File: src/design/tcp_segment_tracker_assert.svh
// ---------------------------------------------------------------------------
// tcp_segment_tracker_assert.svh
// Assertion macros for the segment tracker; define NO_ASSERTIONS to drop them.
// ---------------------------------------------------------------------------
`ifndef TCP_SEGMENT_TRACKER_ASSERT_SVH
`define TCP_SEGMENT_TRACKER_ASSERT_SVH

`ifndef NO_ASSERTIONS
// same-cycle implication, clocked on clk, off during reset
`define TST_ASSERT_NOW(label, ante, cons) \
	label: assert property (@(posedge clk) disable iff (!arst_n) (ante) |-> (cons)) \
		else $error("tcp_segment_tracker assertion failed");
// next-cycle implication
`define TST_ASSERT_NEXT(label, ante, cons) \
	label: assert property (@(posedge clk) disable iff (!arst_n) (ante) |=> (cons)) \
		else $error("tcp_segment_tracker assertion failed");
`else
`define TST_ASSERT_NOW(label, ante, cons)
`define TST_ASSERT_NEXT(label, ante, cons)
`endif

`endif

File: src/design/tst_pkg.sv
// ---------------------------------------------------------------------------
// tst_pkg
// Types and codes shared by the segment tracker modules.
// ---------------------------------------------------------------------------
`default_nettype none
package tst_pkg;

	localparam int SEQ_W  = 32;
	localparam int SIZE_W = 16;
	localparam int CNT_W  = 32;
	localparam int CFG_W  = 32;
	localparam int CFG_IDX_W = 3;

	// opcodes
	localparam logic OP_OPEN = 1'b0;
	localparam logic OP_ADD  = 1'b1;

	// result status codes
	localparam logic [2:0] STAT_INSERTED = 3'd0;
	localparam logic [2:0] STAT_REPLACED = 3'd1;
	localparam logic [2:0] STAT_COMPLETE = 3'd2;
	localparam logic [2:0] STAT_FOREIGN  = 3'd3;
	localparam logic [2:0] STAT_FULL     = 3'd4;

	// register indexes
	localparam logic [CFG_IDX_W-1:0] REG_SRC_ADDR   = 3'd0;
	localparam logic [CFG_IDX_W-1:0] REG_DST_ADDR   = 3'd1;
	localparam logic [CFG_IDX_W-1:0] REG_SRC_PORT   = 3'd2;
	localparam logic [CFG_IDX_W-1:0] REG_DST_PORT   = 3'd3;
	localparam logic [CFG_IDX_W-1:0] REG_ACK        = 3'd4;
	localparam logic [CFG_IDX_W-1:0] REG_TOTAL_SIZE = 3'd5;

	typedef enum logic [1:0] {
		S_IDLE,
		S_LAUNCH,
		S_SCAN
	} state_t;

	// search token handed from cell to cell
	typedef struct packed {
		logic              pv;
		logic              hit;
		logic [SIZE_W-1:0] hit_size;
		logic              free;
	} probe_t;

	// table update broadcast to every cell
	typedef struct packed {
		logic              open;
		logic              replace;
		logic              insert;
		logic [SEQ_W-1:0]  seq;
		logic [SIZE_W-1:0] size;
	} cmd_t;

endpackage
`default_nettype wire

File: src/design/tst_chan_ifs.sv
// ---------------------------------------------------------------------------
// tst_chan_ifs
// Valid/ready channels for segment headers in and tracker results out.
// ---------------------------------------------------------------------------
`default_nettype none
interface tst_in_if;
	logic        valid;
	logic        ready;
	logic        op;
	logic        is_tcp;
	logic [31:0] src_addr;
	logic [31:0] dst_addr;
	logic [15:0] src_port;
	logic [15:0] dst_port;
	logic [31:0] ack_number;
	logic [31:0] seq_number;
	logic [15:0] data_size;

	modport source (
		output valid, op, is_tcp, src_addr, dst_addr, src_port, dst_port,
		       ack_number, seq_number, data_size,
		input  ready
	);
	modport sink (
		input  valid, op, is_tcp, src_addr, dst_addr, src_port, dst_port,
		       ack_number, seq_number, data_size,
		output ready
	);
endinterface

interface tst_out_if;
	logic        valid;
	logic        ready;
	logic [2:0]  status;
	logic        complete;
	logic [31:0] byte_total;

	modport source (output valid, status, complete, byte_total, input ready);
	modport sink (input valid, status, complete, byte_total, output ready);
endinterface
`default_nettype wire

File: src/design/tst_cell.sv
// ---------------------------------------------------------------------------
// tst_cell
// One table slot: holds a segment, claims the passing probe on a match or
// as first free slot. Updates hit a claimed slot; open empties all but slot 0.
// ---------------------------------------------------------------------------
`default_nettype none
module tst_cell #(
	parameter bit FIRST = 1'b0
) (
	input  wire logic                     clk,
	input  wire logic                     arst_n,
	input  wire tst_pkg::cmd_t            cmd,
	input  wire logic [tst_pkg::SEQ_W-1:0] probe_seq,
	input  wire tst_pkg::probe_t          prb_i,
	output tst_pkg::probe_t               prb_o
);
	import tst_pkg::*;

	logic [SEQ_W-1:0]  seq_q;
	logic [SIZE_W-1:0] size_q;
	logic              valid_q;
	logic              mark_hit_q;
	logic              mark_free_q;
	probe_t            prb_q;
	probe_t            prb_nxt;
	logic              claim_hit;
	logic              claim_free;

	always_comb begin
		claim_hit  = prb_i.pv && !prb_i.hit && valid_q && (seq_q == probe_seq);
		claim_free = prb_i.pv && !prb_i.free && !valid_q;
		prb_nxt = prb_i;
		if (claim_hit) begin
			prb_nxt.hit      = 1'b1;
			prb_nxt.hit_size = size_q;
		end
		if (claim_free) begin
			prb_nxt.free = 1'b1;
		end
	end

	always_ff @(posedge clk or negedge arst_n) begin
		if (!arst_n) begin
			valid_q     <= 1'b0;
			mark_hit_q  <= 1'b0;
			mark_free_q <= 1'b0;
			prb_q       <= '0;
		end else begin
			prb_q <= prb_nxt;
			if (prb_i.pv) begin
				mark_hit_q  <= claim_hit;
				mark_free_q <= claim_free;
			end
			if (cmd.open) begin
				valid_q <= FIRST;
			end else if (cmd.insert && mark_free_q) begin
				valid_q <= 1'b1;
			end
		end
	end

	always_ff @(posedge clk) begin
		if (cmd.open) begin
			if (FIRST) begin
				seq_q  <= cmd.seq;
				size_q <= cmd.size;
			end
		end else if (cmd.replace && mark_hit_q) begin
			size_q <= cmd.size;
		end else if (cmd.insert && mark_free_q) begin
			seq_q  <= cmd.seq;
			size_q <= cmd.size;
		end
	end

	assign prb_o = prb_q;

endmodule
`default_nettype wire

File: src/design/tcp_segment_tracker.sv
// Open beats, complete or foreign adds: result beat valid in the cycle after accept.
// Add beats that go to the table search: result registered as the probe leaves the chain
//   after S_LAUNCH and S_SCAN; the probe walks the cell chain one slot per cycle.
// One header in flight; the next beat can be taken the cycle after the result beat.
// Reset (arst_n low, async): configuration registers 0, all slots empty, count 0, not done.
// ---------------------------------------------------------------------------
// tcp_segment_tracker
// Tracks the segments of one TCP flow until their sizes reach total_size.
// ---------------------------------------------------------------------------
`default_nettype none
`include "tcp_segment_tracker_assert.svh"
module tcp_segment_tracker #(
	parameter int SEGMENTS = 16
) (
	input  wire logic                          clk,
	input  wire logic                          arst_n,
	tst_in_if.sink                             seg_in,
	tst_out_if.source                          res_out,
	input  wire logic                          cfg_we,
	input  wire logic [tst_pkg::CFG_IDX_W-1:0] cfg_index,
	input  wire logic [tst_pkg::CFG_W-1:0]     cfg_data
);
	import tst_pkg::*;

	// configuration registers
	logic [31:0] src_addr_q, dst_addr_q, ack_q, total_size_q;
	logic [15:0] src_port_q, dst_port_q;

	// held header for the search
	logic [SEQ_W-1:0]  seq_q;
	logic [SIZE_W-1:0] size_q;

	// tracker state
	logic [CNT_W-1:0] bc_q;
	logic             done_q;

	// result register
	logic             out_vq;
	logic [2:0]       status_q;
	logic             complete_q;
	logic [CNT_W-1:0] total_q;

	state_t state_q, state_nxt;

	// cell chain: link 0 is fed here, link SEGMENTS is the chain's output
	probe_t chain [SEGMENTS+1];
	probe_t last;
	cmd_t   cmd;

	logic accept, is_open, foreign, launch, commit;
	logic [CNT_W:0] sum_w, adj_w;
	logic [CNT_W-1:0] new_cnt;
	logic           new_done;

	assign accept  = seg_in.valid && seg_in.ready;
	assign is_open = (seg_in.op == OP_OPEN);
	assign last    = chain[SEGMENTS];

	// flow check of an add beat against the reference registers
	assign foreign = !seg_in.is_tcp || (seg_in.src_addr != src_addr_q) ||
	                 (seg_in.dst_addr != dst_addr_q) ||
	                 (seg_in.src_port != src_port_q) ||
	                 (seg_in.dst_port != dst_port_q) ||
	                 (seg_in.ack_number != ack_q) || (seg_in.data_size == '0);

	// next state
	always_comb begin
		state_nxt = state_q;
		case (state_q)
			S_IDLE: begin
				if (accept && !is_open && !done_q && !foreign) state_nxt = S_LAUNCH;
			end
			S_LAUNCH: state_nxt = S_SCAN;
			S_SCAN: begin
				if (last.pv) state_nxt = S_IDLE;
			end
			default: state_nxt = S_IDLE;
		endcase
	end

	// FSM outputs
	always_comb begin
		launch = 1'b0;
		commit = 1'b0;
		case (state_q)
			S_IDLE:   ;
			S_LAUNCH: launch = 1'b1;
			S_SCAN:   commit = last.pv;
			default:  ;
		endcase
	end

	always_ff @(posedge clk or negedge arst_n) begin
		if (!arst_n) state_q <= S_IDLE;
		else         state_q <= state_nxt;
	end

	// new byte count: add, remove replaced size (clamp at 0), saturate
	always_comb begin
		sum_w = {1'b0, bc_q} + {{(CNT_W+1-SIZE_W){1'b0}}, size_q};
		adj_w = sum_w;
		if (last.hit) begin
			if (sum_w >= {{(CNT_W+1-SIZE_W){1'b0}}, last.hit_size})
				adj_w = sum_w - {{(CNT_W+1-SIZE_W){1'b0}}, last.hit_size};
			else
				adj_w = '0;
		end
		new_cnt  = adj_w[CNT_W] ? '1 : adj_w[CNT_W-1:0];
		new_done = (new_cnt == total_size_q);
	end

	// broadcast to the cells: open at accept, replace/insert at end of search
	always_comb begin
		cmd.open    = accept && is_open;
		cmd.replace = commit && last.hit;
		cmd.insert  = commit && !last.hit && last.free;
		cmd.seq     = cmd.open ? seg_in.seq_number : seq_q;
		cmd.size    = cmd.open ? seg_in.data_size  : size_q;
	end

	assign chain[0] = '{pv: launch, hit: 1'b0, hit_size: '0, free: 1'b0};

	for (genvar i = 0; i < SEGMENTS; i++) begin : g_cell
		tst_cell #(.FIRST(i == 0)) u_cell (
			.clk       (clk),
			.arst_n    (arst_n),
			.cmd       (cmd),
			.probe_seq (seq_q),
			.prb_i     (chain[i]),
			.prb_o     (chain[i+1])
		);
	end

	// configuration writes; indexes past the list are dropped
	always_ff @(posedge clk or negedge arst_n) begin
		if (!arst_n) begin
			src_addr_q   <= '0;
			dst_addr_q   <= '0;
			src_port_q   <= '0;
			dst_port_q   <= '0;
			ack_q        <= '0;
			total_size_q <= '0;
		end else if (cfg_we) begin
			case (cfg_index)
				REG_SRC_ADDR:   src_addr_q   <= cfg_data;
				REG_DST_ADDR:   dst_addr_q   <= cfg_data;
				REG_SRC_PORT:   src_port_q   <= cfg_data[15:0];
				REG_DST_PORT:   dst_port_q   <= cfg_data[15:0];
				REG_ACK:        ack_q        <= cfg_data;
				REG_TOTAL_SIZE: total_size_q <= cfg_data;
				default:        ;
			endcase
		end
	end

	// count, done flag and result valid
	always_ff @(posedge clk or negedge arst_n) begin
		if (!arst_n) begin
			bc_q   <= '0;
			done_q <= 1'b0;
			out_vq <= 1'b0;
		end else begin
			if (out_vq && res_out.ready) out_vq <= 1'b0;
			if (accept) begin
				if (is_open) begin
					bc_q   <= {{(CNT_W-SIZE_W){1'b0}}, seg_in.data_size};
					done_q <= 1'b0;
					out_vq <= 1'b1;
				end else if (done_q || foreign) begin
					out_vq <= 1'b1;
				end
			end
			if (commit) begin
				if (last.hit || last.free) begin
					bc_q   <= new_cnt;
					done_q <= new_done;
				end
				out_vq <= 1'b1;
			end
		end
	end

	// result payload and held header
	always_ff @(posedge clk) begin
		if (accept) begin
			seq_q  <= seg_in.seq_number;
			size_q <= seg_in.data_size;
			if (is_open) begin
				status_q   <= STAT_INSERTED;
				complete_q <= 1'b0;
				total_q    <= {{(CNT_W-SIZE_W){1'b0}}, seg_in.data_size};
			end else if (done_q) begin
				status_q   <= STAT_COMPLETE;
				complete_q <= done_q;
				total_q    <= bc_q;
			end else if (foreign) begin
				status_q   <= STAT_FOREIGN;
				complete_q <= done_q;
				total_q    <= bc_q;
			end
		end
		if (commit) begin
			if (last.hit) begin
				status_q   <= STAT_REPLACED;
				complete_q <= new_done;
				total_q    <= new_cnt;
			end else if (last.free) begin
				status_q   <= STAT_INSERTED;
				complete_q <= new_done;
				total_q    <= new_cnt;
			end else begin
				status_q   <= STAT_FULL;
				complete_q <= done_q;
				total_q    <= bc_q;
			end
		end
	end

	// one header in flight, and never while a result beat is pending
	assign seg_in.ready       = (state_q == S_IDLE) && !out_vq;
	assign res_out.valid      = out_vq;
	assign res_out.status     = status_q;
	assign res_out.complete   = complete_q;
	assign res_out.byte_total = total_q;

	// a header is taken only while no result waits
	`TST_ASSERT_NOW(a_ready_no_pending, seg_in.ready, !res_out.valid)
	// the probe leaves the chain only while the search is running
	`TST_ASSERT_NOW(a_probe_in_scan, last.pv, state_q == S_SCAN)
	// open answers next cycle as an insert that is never complete
	`TST_ASSERT_NEXT(a_open_result, accept && is_open,
		res_out.valid && (res_out.status == STAT_INSERTED) && !res_out.complete)

endmodule
`default_nettype wire

File: src/flat_wrapper.sv
// flat-port wrapper written by rule: the top's interface ports become plain ports
module tcp_segment_tracker_flat import tst_pkg::*;
#(
	parameter int SEGMENTS = 16
)
  (clk, arst_n, cfg_we, cfg_index, cfg_data, seg_in_valid, seg_in_op, seg_in_is_tcp, seg_in_src_addr, seg_in_dst_addr, seg_in_src_port, seg_in_dst_port, seg_in_ack_number, seg_in_seq_number, seg_in_data_size, seg_in_ready, res_out_valid, res_out_status, res_out_complete, res_out_byte_total, res_out_ready);
  tst_in_if seg_in_i ();
  tst_out_if res_out_i ();
  input  wire logic clk;
  input  wire logic arst_n;
  input  wire logic cfg_we;
  input  wire logic [tst_pkg::CFG_IDX_W-1:0] cfg_index;
  input  wire logic [tst_pkg::CFG_W-1:0] cfg_data;
  input wire logic [$bits(seg_in_i.valid)-1:0] seg_in_valid;
  input wire logic [$bits(seg_in_i.op)-1:0] seg_in_op;
  input wire logic [$bits(seg_in_i.is_tcp)-1:0] seg_in_is_tcp;
  input wire logic [$bits(seg_in_i.src_addr)-1:0] seg_in_src_addr;
  input wire logic [$bits(seg_in_i.dst_addr)-1:0] seg_in_dst_addr;
  input wire logic [$bits(seg_in_i.src_port)-1:0] seg_in_src_port;
  input wire logic [$bits(seg_in_i.dst_port)-1:0] seg_in_dst_port;
  input wire logic [$bits(seg_in_i.ack_number)-1:0] seg_in_ack_number;
  input wire logic [$bits(seg_in_i.seq_number)-1:0] seg_in_seq_number;
  input wire logic [$bits(seg_in_i.data_size)-1:0] seg_in_data_size;
  output wire logic [$bits(seg_in_i.ready)-1:0] seg_in_ready;
  output wire logic [$bits(res_out_i.valid)-1:0] res_out_valid;
  output wire logic [$bits(res_out_i.status)-1:0] res_out_status;
  output wire logic [$bits(res_out_i.complete)-1:0] res_out_complete;
  output wire logic [$bits(res_out_i.byte_total)-1:0] res_out_byte_total;
  input wire logic [$bits(res_out_i.ready)-1:0] res_out_ready;
  assign seg_in_i.valid = seg_in_valid;
  assign seg_in_i.op = seg_in_op;
  assign seg_in_i.is_tcp = seg_in_is_tcp;
  assign seg_in_i.src_addr = seg_in_src_addr;
  assign seg_in_i.dst_addr = seg_in_dst_addr;
  assign seg_in_i.src_port = seg_in_src_port;
  assign seg_in_i.dst_port = seg_in_dst_port;
  assign seg_in_i.ack_number = seg_in_ack_number;
  assign seg_in_i.seq_number = seg_in_seq_number;
  assign seg_in_i.data_size = seg_in_data_size;
  assign seg_in_ready = seg_in_i.ready;
  assign res_out_valid = res_out_i.valid;
  assign res_out_status = res_out_i.status;
  assign res_out_complete = res_out_i.complete;
  assign res_out_byte_total = res_out_i.byte_total;
  assign res_out_i.ready = res_out_ready;
  tcp_segment_tracker #(.SEGMENTS(SEGMENTS)) u_core (.clk(clk), .arst_n(arst_n), .seg_in(seg_in_i), .res_out(res_out_i), .cfg_we(cfg_we), .cfg_index(cfg_index), .cfg_data(cfg_data));
endmodule
File: config.mk
export PLATFORM = sky130hd
export DESIGN_NAME = tcp_segment_tracker_flat
export DESIGN_NICKNAME = d
export VERILOG_FILES = /design/src/design/tst_pkg.sv /design/src/design/tst_chan_ifs.sv /design/src/design/tst_cell.sv /design/src/design/tcp_segment_tracker.sv /design/src/flat_wrapper.sv
export VERILOG_INCLUDE_DIRS = /design/src /design/src/design
export SDC_FILE = /design/constraint.sdc
export NUM_CORES = 2
export LEC_CHECK = 0
export BUFFER_PORTS_ARGS = -buffer_cell sky130_fd_sc_hd__clkbuf_2
export CAP_MARGIN = 20
export CORE_MARGIN = 3
export CORE_UTILIZATION = 56
export CTS_CLUSTER_DIAMETER = 100
export DETAILED_ROUTE_END_ITERATION = 6
export MAX_ROUTING_LAYER = met4
export PLACE_DENSITY = 0.75
export SYNTH_ARGS = -nofsm -noshare
export SYNTH_HDL_FRONTEND = slang
export SYNTH_HIERARCHICAL = 1
export SYNTH_SLANG_ARGS = --single-unit
File: constraint.sdc
create_clock -name clk -period 5.5 [get_ports clk]
set_input_delay 1.1 -clock clk [delete_from_list [all_inputs] [get_ports clk]]
set_output_delay 1.1 -clock clk [all_outputs]
set_load 0.01 [all_outputs]
Word-level counts from Yosys, hierarchy flattened. Cells that the tools add are included.

Logic and storage cells: 610. Input port bits: 218. Register bits after elaboration: 1400. Output and inout bits: 38.

Order comparisons: 1. Bitwise gates (word level): 17. Multiplexer cells: 144. Reductions and logical operators: 254. Equal/unequal tests: 33. Add/subtract/negate cells: 2.

Operator list (count): 32-bit == test (17); 16-bit 2-to-1 mux (34); 32-bit 2-to-1 mux (16); 17-bit 2-to-1 mux (16); 1-bit logical AND (120); 32-bit != test (3); 1-bit 2-to-1 mux (66); 33-bit 2-to-1 mux (2); 2-bit nonzero test (32); 1-bit zero test (51); 2-bit AND reduction (24); 3-bit AND reduction (15); 32-bit by 16-bit adder with 33-bit output (1); 33-bit by 16-bit >= comparator with 1-bit output (1); 33-bit by 16-bit subtractor with 33-bit output (1); 16-bit != test (2); 3-bit 2-to-1 mux (7); 1-bit NOT (17); 16-bit zero test (1); 1-bit logical OR (8); 3-bit by 2-bit == test with 1-bit output, second input constant (2); 3-bit == test, second input constant (2); 2-bit case mux with 3 select lines (1); 2-bit 2-to-1 mux (2); 9 further kinds (10).

Logic depth before layout (Yosys ltp).
Depth after elaboration: 12. Depth in mapped cells: 24. Depth with buffers taken out: 23.

Hierarchy. The synthesis kept the hierarchy.

By module, submodules not included: tst_cell (area an instance 2623.8 µm², sequential area each 1991.9 µm², cells an instance 143, times used 16); tcp_segment_tracker (area an instance 16412.0 µm², sequential area each 7427.1 µm², cells an instance 1581, times used 1).

Worst setup path after synthesis. OpenSTA, ideal clock, no wires.

Path kind: flip-flop to flip-flop. Start point: register u_core.size_q[0]. End point: register u_core.complete_q, in the netlist u_core/res_out.complete, data pin. Period minus slack after synthesis: 5927 ps. Setup slack: -427 ps. Required time: 5368 ps. Cell stages (with the launch flop): 22. Arrival time: 5795 ps. Buffers on the path: 2. Library setup time: 132 ps. Path through: edfxtp_1 -> ha_1 -> fa_1 -> a211oi_1 -> o21ai_0 -> a31oi_1 -> xnor2_1 -> ha_1 -> nand4_1 -> a211oi_1 -> a2111oi_0 -> o21a_1 -> buf_2 -> nand3_1 -> o31a_1 -> buf_6 -> o31a_1 -> a2111o_1 -> or4_1 -> a2111oi_2 -> nand3_1 -> nand2_1.

Word-level cells in the longest chain between the ends: 9. Elaborated cells between the ends (all ways): 10. Those cells by class: add/sub (2); order compare (1); eq/ne (1); mux (6).

Ends and longest elaborated chain: from (decl) (RTL line tcp_segment_tracker.sv:31) `logic [SIZE_W-1:0] size_q;`; from (signal assigned) (RTL line tcp_segment_tracker.sv:187) `size_q <= seg_in.data_size;`; 32-bit by 16-bit adder with 33-bit output * (RTL line tcp_segment_tracker.sv:100) `sum_w = {1'b0, bc_q} + {{(CNT_W+1-SIZE_W){1'b0}}, size_q};`; 33-bit by 16-bit subtractor with 33-bit output or 33-bit by 16-bit >= comparator with 1-bit output (tied branches) (RTL line tcp_segment_tracker.sv:104, tcp_segment_tracker.sv:103); 33-bit 2-to-1 mux (RTL line tcp_segment_tracker.sv:103) `if (sum_w >= {{(CNT_W+1-SIZE_W){1'b0}}, last.hit_size})`; 33-bit 2-to-1 mux * (RTL line tcp_segment_tracker.sv:102) `if (last.hit) begin`; 32-bit 2-to-1 mux * (RTL line tcp_segment_tracker.sv:108) `new_cnt = adj_w[CNT_W] ? '1 : adj_w[CNT_W-1:0];`; 32-bit == test * (RTL line tcp_segment_tracker.sv:109) `new_done = (new_cnt == total_size_q);`; 1-bit 2-to-1 mux (RTL line tcp_segment_tracker.sv:207) `end else if (last.free) begin`; 1-bit 2-to-1 mux * (RTL line tcp_segment_tracker.sv:203) `if (last.hit) begin`; 1-bit 2-to-1 mux * (RTL line tcp_segment_tracker.sv:202) `if (commit) begin`; to (signal assigned) (RTL line tcp_segment_tracker.sv:205) `complete_q <= new_done;`; to (signal assigned) (RTL line tcp_segment_tracker.sv:209) `complete_q <= new_done;`; to (signal assigned) (RTL line tcp_segment_tracker.sv:213) `complete_q <= done_q;`; to (decl) (RTL line tcp_segment_tracker.sv:40) `logic complete_q;`.

Every way passes the cells marked *; elsewhere a longest branch is shown, timed or not. A chain may end at the register's enable or synchronous reset.

Worst setup path after layout. Same ends and word-level chain as after synthesis.

==> metrics.md <==
| Metric | Value |
|---|---|
| Placed cells | `5688` |
| Starting DRC count in detailed routing | `3482` |
| Routed vias/inst | `5.88` |
| DRT antenna net count | `0` |
| Clk_skew | `roughly 0.038 ns` |
| Number of synthesized register bits | `1400` |
| Unrepaired setup endpoints after global routing | `true` |
| H-tree lvl count | `4` |
| Ports | `256` |
| GP Congestion | `1.01` |
| Final #Nets | `4725` |
| Syn avg cell area | `15.1 sq um` |
| Critical path peak fanout | `6` |
| Initial antenna violation count | `9` |
| Net Sw Frac | `26.8%` |
| Fin. Hold Viols | `0` |
| Asr flop ratio synth | `39.1%` |
| Min Tclk post-route | `5.70 ns` |
| WP data required | `6.09 ns` |
| Final Util | `66.4%` |
| Startpoint types | `register` |
| Row count | `117` |
| Leakage | `26.6 nW` |
| Final Cycle Share | `104%` |
| Unique cell type count in the Yosys netlist | `80` |
| Clock transition at path regs | `0.06 ns` |
| Rel. slew slack | `19.4%` |
| MaxCap Viol Count | `0` |
| Status | `complete, but fails checks` |
| Via count | `about 35000` |
| Commonest register cell after synthesis | `edfxtp_1` |
| Clock sink count | `1400` |
| Starting Density | `56.9%` |
| Post-synth EDFFs | `852` |
| Area growth, synth to finish | `16.6%` |
| Final setup viols | `2` |
| First-pass GRT wire length | `222000 um` |
| CTS Buffer Depth | `3` |
| Largest register FFs | `just over 500` |
| Area post-placement | `roughly 63000 sq um` |
| Root buffer cell | `clkbuf_16` |
| CP endpoint kind | `register` |
| Setup WS post-layout | `-0.195 ns` |
| Hpwl dp | `102000 um` |
| Finished Layout Cells | `between 5000 and 6000` |
| Die H | `329 um` |
| Share of layout cells above drive strength 1 | `28.7%` |
| Dpl ws | `-0.362 ns` |
| Remaining Overflow, GRT | `0` |
| CORE AREA | `103000 sq um` |
| Least-Margin Pin Slew | `~1.2 ns` |
| Inserted Clock Buffers | `142` |
| Sequential area share after synthesis | `between 60% and 70%` |
| Pwr per Cell Area | `391 nW/um^2` |
| Post-synthesis cell area | `between 50000 and 60000 sq um` |
| Largest Register | `u_core/g_cell.u_cell/seq_q` |
| Combinational share of power | `18.6%` |
| YS warnings | `6` |
| Post-route design area | `between 60000 and 70000 sq um` |
| Drc violations | `0` |
| Net Switching | `0.00714 W` |
| Post-synthesis cell count | `3869` |
| CTS tree | `done` |
| HP Class | `in2async` |
| Routed length per instance | `approximately 25 um` |
| Setup CP Type | `reg2reg` |
| Post-CTS Hold Buffers | `0` |
| Pre-antenna DRT Iters | `6` |
| Port Buffers | `~260` |
| Count of pins over their slew limit | `0` |
| Pint | `0.0195 W` |
| Power share of the clock group | `35.5%` |
| Final WL | `149000 um` |
| GR Util All Layers | `28.5%` |
| Flop pwr share | `between 40 and 50%` |
| Failing checks | `negative setup slack` |
| Largest net degree at the start of global routing | `126` |
| Vias in the first global route | `35300` |
| Critical Path AT | `6.29 ns` |
| Die Wd | `329 um` |
| Die ar. | `~110000 sq um` |
| Fmax | `176 MHz` |
| Max IR drop VDD | `448 uV` |
| Worst-Skew Late Latency | `0.75 ns` |
## critical path, cell delays in order, from the launching register on
cell	delay, ns
edfxtp_1	0.40
ha_2	0.22
fa_2	0.38
a211oi_4	0.29
buf_4	0.15
buf_4	0.09
o211ai_1	0.07
nand2_1	0.13
nand2_1	0.10
xor2_2	0.16
ha_1	0.30
a21oi_1	0.21
o21ai_2	0.09
or4_4	0.48
o211ai_1	0.18
buf_4	0.20
nand2_4	0.06
or4_4	0.53
xor2_2	0.18
buf_4	0.16
a222oi_1	0.36
o211a_1	0.20
nand3_1	0.09
a211oi_2	0.28
nand3_2	0.13
nand2_1	0.09
## synthesized netlist by cell type (54+ instances only)
cell type,n,area share [%]
nor4_1,129,1.4
edfxtp_1,852,44
xnor2_1,121,1.8
mux2_2,429,8.3
inv_1,143,0.92
xor2_1,503,7.5
nand2_1,175,1.1
nor2_1,59,0.38
nand4_1,68,0.73
clkbuf_1,54,0.35
a21oi_1,90,0.77
o21ai_0,87,0.75
dfrtp_1,548,23
## worst paths after layout
| kind | cells after the start | slack, ns | end | from |
|---|---|---|---|---|
| max | 25 | -0.20 | u_core/res_out.complete$_DFFE_PP_ | u_core/size_q[0]$_DFFE_PP_ |
| min | 1 | 0.38 | u_core/g_cell[15].u_cell/prb_o[18]$_DFF_PN0_ | arst_n |
| max reg2reg | 25 | -0.20 | u_core/res_out.complete$_DFFE_PP_ | u_core/size_q[0]$_DFFE_PP_ |
| min reg2reg | 0 | 0.40 | u_core/g_cell[4].u_cell/prb_o[18]$_DFF_PN0_ | u_core/g_cell[3].u_cell/prb_o[18]$_DFF_PN0_ |
| max in group asynchronous | 2 | 3.86 | u_core/src_addr_q[11]$_DFFE_PN0P_ | arst_n |
| min in group clk | 0 | 0.40 | u_core/g_cell[4].u_cell/prb_o[18]$_DFF_PN0_ | u_core/g_cell[3].u_cell/prb_o[18]$_DFF_PN0_ |
## cells in the final DEF (no fill, tap or decap), drive strengths merged, types with 45 or more instances in the layout
cell type	synthesis	layout
buf	27	268
a21o	64	64
nand3	49	49
nand2	175	175
nor2	59	59
a21oi	92	92
dfrtp	548	548
nor4	145	145
clkbuf	54	453
xor2	503	503
nor3	45	45
inv	143	148
o21ai	90	90
nand4	69	69
xnor2	121	121
edfxtp	852	852
mux2	429	429
## cell type report
| cell class | instances | area, sq um |
|---|---|---|
| Antenna cell | 6 | 15.0 |
| Clock buffer | 199 | 4080 |
| Clock inverter | 57 | 546 |
| Fill cell | 7127 | 34500 |
| Inverter | 143 | 537 |
| Multi-Input combinational cell | 2264 | 18500 |
| Sequential cell | 1400 | 39300 |
| Tap cell | 1368 | 1710 |
| Timing Repair Buffer | 522 | 3380 |
## metal layers
layer  vias up  wire [um]  global-route usage, %
met3       275      12300                   5.94
li1      15548          -                      -
met4         0       4340                   9.03
met1     17879      63100                   39.6
met2      1326      69300                   42.6
met5         -          0                      -
## kinds of logic (layout without fill, tap and decap cells)
family | Yosys count | after routing | synth area share, %
DFF | 1400 | 1400 | 67.3
adders and majority gates | 34 | 34 | 0.754
other | 1 | 26 | 0.00642
buffers and inverters | 224 | 921 | 1.68
xor gates and xnor gates | 624 | 624 | 9.36
muxes | 455 | 455 | 8.72
and+or+nand+nor | 659 | 659 | 6.55
AOI/OAI and AO/OA | 472 | 472 | 5.63
## stage by stage
stage / hold WS (ns) / setup TNS, ns / power, W
global placement: 0.379 / -0.517 / 0.0170
floorplan: 0.374 / 0 / 0.0148
finish: 0.385 / -0.319 / 0.0266
global route: 0.397 / -0.786 / 0.0277
detailed placement: 0.386 / -0.642 / 0.0171
CTS: 0.349 / -0.237 / 0.0266
## power groups by stage
| stage | sequential, W | combinational, W | clock, W |
|---|---|---|---|
| after floorplan | 0.0122 | 0.00252 | 0 |
| after global placement | 0.0124 | 0.00467 | 0 |
| after detailed placement | 0.0124 | 0.00467 | 0 |
| after CTS | 0.0122 | 0.00475 | 0.00963 |
| after global routing | 0.0122 | 0.00533 | 0.0101 |
| final | 0.0122 | 0.00496 | 0.00946 |
## what timing repair did
item | 4_1_cts | 5_1_grt
resized for setup | 15 | 30
setup endpoints to repair | 2 | 13
buffers inserted | 3 | 5
pin swaps | 15 | 14
No activity file was read; power rests on OpenSTA's default activity.
